File: src/rtl/core/pmst_pkg.sv
package pmst_pkg;

   localparam int MAX_NODES   = 64;
   localparam int WEIGHT_BITS = 32;
   localparam int NODE_BITS   = $clog2(MAX_NODES);
   localparam int COUNT_BITS  = $clog2(MAX_NODES + 1);
   localparam int ADDR_BITS   = 2 * NODE_BITS;

   localparam logic [1:0] CSR_NODE_COUNT = 2'd0;

   // Word that walks down the chain of node cells during one scan.
   typedef struct packed {
      logic                   found;
      logic [NODE_BITS-1:0]   pick;
      logic [WEIGHT_BITS-1:0] best;
   } scan_type;

   // Relax command broadcast to all cells for the current column.
   typedef struct packed {
      logic                   valid;
      logic                   clear;
      logic [NODE_BITS-1:0]   pick;
   } relax_type;

endpackage

File: src/rtl/core/pmst_cell.sv
// One graph node: best distance, reached, in-tree and parent. It folds its
// own candidate into the scan word from its left neighbor and registers the
// result for its right neighbor, and on a relax command applies the weight
// of its row.
module pmst_cell (
   input  logic                            clock,
   input  logic                            reset,
   input  logic [pmst_pkg::NODE_BITS-1:0]  node_id,
   input  logic                            active,
   input  pmst_pkg::relax_type             relax,
   input  logic [pmst_pkg::WEIGHT_BITS-1:0] relax_weight,
   input  logic                            take,
   input  pmst_pkg::scan_type              scan_prev,
   output pmst_pkg::scan_type              scan_next,
   output logic [pmst_pkg::NODE_BITS-1:0]  parent
);

   logic                            reached_ff, reached_in;
   logic                            tree_ff, tree_in;
   logic [pmst_pkg::WEIGHT_BITS-1:0] dist_ff, dist_in;
   logic [pmst_pkg::NODE_BITS-1:0]  parent_ff, parent_in;
   pmst_pkg::scan_type              scan_ff, scan_in;
   logic                            cand;

   assign cand = active && reached_ff && !tree_ff;

   always_comb begin
      scan_in = scan_prev;
      if (cand && (!scan_prev.found || dist_ff < scan_prev.best)) begin
         scan_in.found = 1'b1;
         scan_in.pick  = node_id;
         scan_in.best  = dist_ff;
      end
   end

   always_comb begin
      reached_in = reached_ff;
      tree_in    = tree_ff;
      dist_in    = dist_ff;
      parent_in  = parent_ff;
      if (relax.clear) begin
         reached_in = (node_id == '0);
         tree_in    = 1'b0;
         dist_in    = '0;
         parent_in  = '0;
      end else begin
         if (take) begin
            tree_in = 1'b1;
         end
         if (relax.valid && active && relax_weight != '0 && !tree_ff && !take &&
             (!reached_ff || relax_weight < dist_ff)) begin
            reached_in = 1'b1;
            dist_in    = relax_weight;
            parent_in  = relax.pick;
         end
      end
   end

   always_ff @(posedge clock) begin
      if (reset) begin
         reached_ff <= 1'b0;
         tree_ff    <= 1'b0;
      end else begin
         reached_ff <= reached_in;
         tree_ff    <= tree_in;
      end
      dist_ff   <= dist_in;
      parent_ff <= parent_in;
      scan_ff   <= scan_in;
   end

   assign scan_next = scan_ff;
   assign parent    = parent_ff;

endmodule

File: config.mk
export PLATFORM = sky130hd
export DESIGN_NAME = pmst_cell
export DESIGN_NICKNAME = d
export VERILOG_FILES = /design/src/rtl/core/pmst_pkg.sv /design/src/rtl/core/pmst_cell.sv
export SDC_FILE = /design/constraint.sdc
export NUM_CORES = 1
export LEC_CHECK = 0
export BUFFER_PORTS_ARGS = -buffer_cell sky130_fd_sc_hd__buf_2
export CAP_MARGIN = 30
export CORE_MARGIN = 2
export CORE_UTILIZATION = 30
export DETAILED_ROUTE_END_ITERATION = 10
export SLEW_MARGIN = 20
export SYNTH_ARGS = -nofsm -noshare
export SYNTH_HDL_FRONTEND = slang
export SYNTH_SLANG_ARGS = --single-unit
File: constraint.sdc
create_clock -name clock -period 5.68 [get_ports clock]
set_clock_uncertainty 0.15 [all_clocks]
set_input_delay 0.568 -clock clock [delete_from_list [all_inputs] [get_ports clock]]
set_output_delay 0.568 -clock clock [all_outputs]
set_load 0.1 [all_outputs]
==> results of run 1 <==
## metrics by stage
step / utilization / instances / area, um2 / hold slack [ns] / setup WS (ns)
3_5_place_dp: 0.3458 / 1076 / 6709 / 0.3187 / 2.274
3_3_place_gp: 0.3458 / 1076 / 6709 / 0.3076 / 2.337
5_1_grt: 0.3616 / 1093 / 7015 / 0.2344 / 2.427
6_report: 0.3616 / 1093 / 7015 / 0.2419 / 2.562
4_1_cts: 0.3592 / 1091 / 6968 / 0.2329 / 2.575
2_1_floorplan: - / 728 / 5904 / 0.3275 / 3.207
## sequential cells by signal (all words and copies together), names as in the netlist
name	flops
scan_next	39
dist_ff	32
parent	6
reached_ff	1
tree_ff	1
## metal layers
metal  GRT usage  share of wire
met5           0              0
met3     0.04238          0.061
met1      0.2521           0.47
met4     0.03168         0.0070
met2      0.2846           0.46
## worst max-delay path, cell delays in order (launching register included)
cell and delay (ns):
dfxtp_1 0.39, inv_1 0.12, ha_1 0.32, nand4_1 0.14, nor3_2 0.08, a221oi_1 0.26, a31oi_1 0.26, a211oi_4 0.59
buf_4 0.48, mux2i_1 0.23
## area by class of cell
cell class	count	area, um2	area share
clock buffer	14	254.0	0.03620
clock inverter	1	5.005	0.0007134
inverter	63	236.5	0.03371
multi-input combinational	525	3809	0.5429
sequential	79	1582	0.2254
tap	265	331.6	0.04726
timing repair buffer	146	798.3	0.1138
## synth_stat cells
cell,count,area share
buf_4,3,0.0038
or2_1,2,0.0021
and2_1,8,0.0085
a221o_1,3,0.0051
nor4_1,9,0.0095
nor3_1,2,0.0017
a221oi_1,9,0.013
a31oi_1,32,0.034
nor2_1,12,0.0076
nor2b_1,1,0.0011
nor4_2,2,0.0042
o21ai_1,2,0.0017
nand2_1,52,0.033
dfxtp_1,79,0.27
buf_6,3,0.0057
clkbuf_1,36,0.023
nor3_2,1,0.0017
o31ai_1,32,0.041
o21ai_0,9,0.0076
nor3b_2,1,0.0021
ha_1,62,0.13
nand2b_1,78,0.083
mux2i_1,38,0.064
nor3b_1,7,0.0089
buf_2,15,0.013
nand4_1,40,0.042
o311ai_2,1,0.0028
a41oi_1,1,0.0015
a21o_1,1,0.0013
o21a_1,1,0.0013
o2111ai_1,39,0.058
and4_1,1,0.0015
o211ai_1,1,0.0013
buf_1,2,0.0013
buf_8,2,0.0051
o31a_1,1,0.0015
o2bb2ai_1,1,0.0015
inv_1,63,0.040
a21oi_1,24,0.020
nand3_1,49,0.042
a211oi_1,2,0.0025
a211oi_2,1,0.0021
## report_power, final
group | switching (mW) | internal [mW]
Clock | 0.234 | 0.306
Sequential | 0.0165 | 0.585
Combinational | 0.325 | 0.121
Total | 0.575 | 1.01
## cells by family (layout without fill, tap and decap cells)
| kind of cell | count (synthesis) | in the layout |
|---|---|---|
| mux | 38 | 38 |
| simple gates | 265 | 265 |
| compound gates | 160 | 160 |
| buf+inv | 124 | 224 |
| fa+ha+maj | 62 | 62 |
| flops | 79 | 79 |
## path summary, 6_finish.rpt
check                           start                     end  cells after the start
max          dist_ff[14]$_SDFFE_PP0P_  parent[2]$_SDFFE_PP0P_                      9
min                             reset    tree_ff$_SDFFE_PP0P_                      2
min reg2reg    parent[0]$_SDFFE_PP0P_  parent[0]$_SDFFE_PP0P_                      2
max reg2reg  dist_ff[14]$_SDFFE_PP0P_  parent[2]$_SDFFE_PP0P_                      9
==> flow_summary.json, run 1 <==
{
  "syn_nets": 879,
  "ys_seq_elements": 79,
  "cts_hold_buf": 0,
  "antenna_cells": 0,
  "finalWeightedCongestion": 0.8201,
  "endpoint_kind": "flop",
  "via_per_inst": 5.274,
  "post_cts_resized": 0,
  "final_common_cell": "buf_2",
  "finalHoldViolCount": 0,
  "clock_path_buffers": 2,
  "clkSlewWorstSetupHoldPaths_ns": 0.06,
  "synth_area_um2": 5904,
  "hpwl_mm": 13.41,
  "grt_overflow_total": 0,
  "die_height_um": 144.3,
  "outcome": "complete, no violations",
  "required_ns": 5.80,
  "slew_viol_final": 0,
  "syn_avg_cell_area_um2": 8.110,
  "timing.final.crit_share": 0.5489,
  "yosysUniqueCellTypes": 42,
  "leakagePower_nw": 2.897,
  "numPortBuffers": 133,
  "io_pins": 134,
  "fmax_mhz": 320.7,
  "drive_above_1_share": 0.2017,
  "routed_wl_mm": 18.62,
  "die_area_um2": 20820,
  "area_delta_synth_final_pct": 18.82,
  "rsz0062_at_grt": "false",
  "worst_pin_slew_ns": 0.9680,
  "grt_pass1_vias": 5424,
  "fillers": 2072,
  "grt_util_all_layers": 0.1799,
  "synth_mux_area_frac": 0.06442,
  "cp.arrival_ns": 3.24,
  "maxCapViolations": 0,
  "ys_seq_area_frac": 0.2679,
  "tritoncts": "yes",
  "crit_type": "flop to flop",
  "p_total_mw": 1.587,
  "drtIter0Drc": 395,
  "critPathMaxFanout": 21,
  "antenna_found_initial": 0,
  "tns_ns": 0,
  "powerDensity_nw_per_um2": 226.2,
  "relSlewSlack": 0.3547,
  "synth_top_family_by_area": "simple AND/OR/NAND/NOR gates",
  "drtPass1Iterations": 5,
  "h-tree-depth": 3,
  "vias": 5764,
  "ant_nets": 0,
  "insertion_delay_ns": 0.35,
  "mostFrequentLayoutCells": "buf_2, dfxtp_1, nand2b_1",
  "drc_errors": 0,
  "synth_xor_area_frac": 0,
  "start_kind": "flop",
  "core_um2": 19400,
  "ir_drop_mv": 0.1314,
  "clkSinkCount": 79,
  "root_buffer": "clkbuf_16",
  "reg2reg_slack_ns": 2.56,
  "nets": 975,
  "synth_compound_area_frac": 0.1962,
  "hold_class": "input pin to flop",
  "yosys.area_share.simple": 0.2486,
  "cts_buffers": 9,
  "start_util": 0.3044,
  "row_count": 51,
  "syn_inst": 728,
  "grt_pass1_wl_mm": 29.21,
  "grt_max_degree": 109,
  "cts_setup_buffers": 0,
  "yosys.area_share.adder": 0.1314,
  "fin_crit_ns": 3.118,
  "synth_warnings": 0,
  "finalSetupViolCount": 0,
  "wl_per_cell_um": 17.03,
  "die_width_um": 144.3
}
Note: power is estimated with default switching activity, not from simulation.
==> run 2: changes to the inputs <==
--- a/config.mk
+++ b/config.mk
@@ -5,6 +5,7 @@
 export SDC_FILE = /design/constraint.sdc
 export NUM_CORES = 1
 export LEC_CHECK = 0
+export ABC_AREA = 1
 export BUFFER_PORTS_ARGS = -buffer_cell sky130_fd_sc_hd__buf_2
 export CAP_MARGIN = 30
 export CORE_MARGIN = 2
==> constraint.sdc (replaced) <==
create_clock -name clock -period 3.2 [get_ports clock]
set_clock_uncertainty 0.15 [all_clocks]
set_input_delay 0.32 -clock clock [delete_from_list [all_inputs] [get_ports clock]]
set_output_delay 0.32 -clock clock [all_outputs]
set_load 0.1 [all_outputs]
==> flow_summary.json, run 2 <==
{
  "required_ns": 3.28,
  "post_cts_resized": 0,
  "numPortBuffers": 133,
  "root_buffer": "clkbuf_16",
  "rsz0062_at_grt": "false",
  "fmax_mhz": 412.6,
  "tns_ns": 0,
  "via_per_inst": 4.440,
  "synth_async_sr_flop_share": 0,
  "final_common_cell": "nand2_1",
  "endpoint_kind": "flop",
  "mostFrequentLayoutCells": "nand2_1, buf_2, inv_1",
  "grt_pass1_wl_mm": 21.13,
  "powerDensity_nw_per_um2": 491.2,
  "syn_avg_cell_area_um2": 6.970,
  "timing.final.crit_share": 0.7574,
  "finalSetupViolCount": 0,
  "holdWs_ns": 0.01664,
  "clock_path_buffers": 2,
  "synth_warnings": 0,
  "wl_per_cell_um": 12.40,
  "syn_nets": 847,
  "whs_path_depth": 3,
  "outcome": "complete, no violations",
  "p_total_mw": 2.950,
  "cts_setup_buffers": 0,
  "h-tree-depth": 3,
  "die_width_um": 131.2,
  "critPathMaxStageDelay_ns": 0.40,
  "cts_buffers": 9,
  "clkSlewWorstSetupHoldPaths_ns": 0.06,
  "die_height_um": 131.2,
  "hold_start": "scan_prev[35]",
  "syn_inst": 696,
  "clkSinkCount": 79,
  "drc_errors": 0,
  "crit_type": "flop to flop",
  "relSlewSlack": 0.4064,
  "synth_common_cells": "nand2_1, inv_1, nand3_1",
  "largest_reg_flops": 39,
  "rr_endpoint": "dist_ff[22]$_SDFFE_PP0P_",
  "tritoncts": "yes",
  "synth_edf_count": 0,
  "critPathMaxFanout": 40,
  "slew_viol_final": 0,
  "crit_chain": "inv_1 -> ha_1 -> a21oi_1 -> o21ai_0 -> nand2_1 -> nand3_1 -> a21oi_1 -> nand2_1 -> nand2_2 -> buf_4 -> nand3_1 -> nand2_1 -> nor2_1",
  "drive_above_1_share": 0.2078,
  "grt_pass1_vias": 4307,
  "io_pins": 134,
  "hold_class": "input pin to flop",
  "cp-startpoint": "dist_ff[19]$_SDFFE_PP0P_",
  "synth_top_area_cell": "dfxtp_1",
  "hold_end": "scan_next[35]$_DFF_P_",
  "reg2reg_slack_ns": 0.78,
  "ys_seq_area_frac": 0.3260,
  "maxCapViolations": 0,
  "worst_pin_slew_ns": 0.8885,
  "fillers": 1699,
  "routed_wl_mm": 12.91,
  "ys_seq_elements": 79,
  "postLayoutCoreUtil": 0.3795,
  "drtIter0Drc": 214,
  "area_delta_synth_final_pct": 23.83,
  "die_area_um2": 17200,
  "insertion_delay_ns": 0.35,
  "crit_slowest_cell": "dfxtp_1",
  "ant_nets": 0,
  "synth_area_um2": 4851,
  "post-synth-top-count-cell": "nand2_1",
  "ir_drop_mv": 0.2474,
  "antenna_found_initial": 2,
  "drtPass1Iterations": 5,
  "vias": 4622,
  "finalHoldViolCount": 0,
  "grt_overflow_total": 0,
  "grt_max_degree": 52,
  "cts_hold_buf": 0,
  "hpwl_mm": 9.825,
  "cp.arrival_ns": 2.51,
  "dominantRegCellSynth": "dfxtp_1",
  "grt_util_all_layers": 0.1534,
  "leakagePower_nw": 3.191,
  "fin_crit_ns": 2.424,
  "finalWeightedCongestion": 0.8118,
  "core_um2": 15830,
  "row_count": 46,
  "nets": 969,
  "ys_top_cells_by_area": "dfxtp_1, ha_1, nand2_1",
  "synth_top_area_share": 0.3260,
  "start_kind": "flop",
  "rr_startpoint": "dist_ff[19]$_SDFFE_PP0P_",
  "yosysUniqueCellTypes": 25,
  "path_common_cell": "nand2_1",
  "start_util": 0.3065,
  "worstRegToRegCells": 13
}
run 2: changes by cell type in the layout (fill, tap and decap cells not counted), sizes merged, moves of 38 or more:
cell,previous run,this run
a21oi,24,70
nand2b,78,0
o2111ai,39,0
inv,63,112
nand2,52,168
nor2,12,56
mux2i,38,0
run 2: metal layers:
layer  wire, um  track usage
met1       6474       0.2053
met2       5452       0.2325
met3        599      0.03472
met4        379      0.07488
met5          0            0
run 2: report_power, final:
part / internal (mW) / switching [mW]
clock network: 0.726 / 0.420
logic: 0.194 / 0.531
registers: 1.04 / 0.0353
run 2: per-stage QoR:
step	cells	area, um2	setup WS (ns)
final	1041	6007	0.7762
after global routing	1040	6005	0.5031
after CTS	1039	6002	0.7485
after detailed placement	1023	5677	0.7519
after global placement	1023	5677	0.7549
after floorplan	696	4851	1.260
run 2: how the worst max path moves through the flow:
stage	end	cells past startpoint	slack [ns]
after floorplan	dist_ff[21]$_SDFFE_PP0P_	16	1.26
after global placement	dist_ff[22]$_SDFFE_PP0P_	15	0.75
after detailed placement	parent[1]$_SDFFE_PP0P_	9	0.75
after CTS	dist_ff[22]$_SDFFE_PP0P_	15	0.75
after global routing	dist_ff[31]$_SDFFE_PP0P_	15	0.50
final	dist_ff[22]$_SDFFE_PP0P_	13	0.78
run 2: layout make-up:
class | count | area (um2) | area share
clock buffer | 13 | 260.3 | 0.04332
tap | 216 | 270.3 | 0.04499
clock inverter | 3 | 65.06 | 0.01083
timing repair buffer | 143 | 753.2 | 0.1254
sequential | 79 | 1582 | 0.2633
inverter | 112 | 420.4 | 0.06999
antenna | 2 | 5.005 | 0.0008332
multi-input combinational | 473 | 2651 | 0.4414
run 2: logic make-up after synthesis:
family                     after synthesis  share of synthesized area
and+or+nand+nor                        328                     0.2863
buffers and inverters                  144                     0.1313
AOI/OAI and AO/OA                       83                    0.09647
DFF                                     79                     0.3260
adders and majority gates               62                     0.1599
run 2: critical path: cells and delay by family (launching register included):
kind,cells,cell delay (ns)
buf+inv,2,0.43
compound gates,3,0.40
flops,1,0.40
fa+ha+maj,1,0.28
simple gates,7,0.62
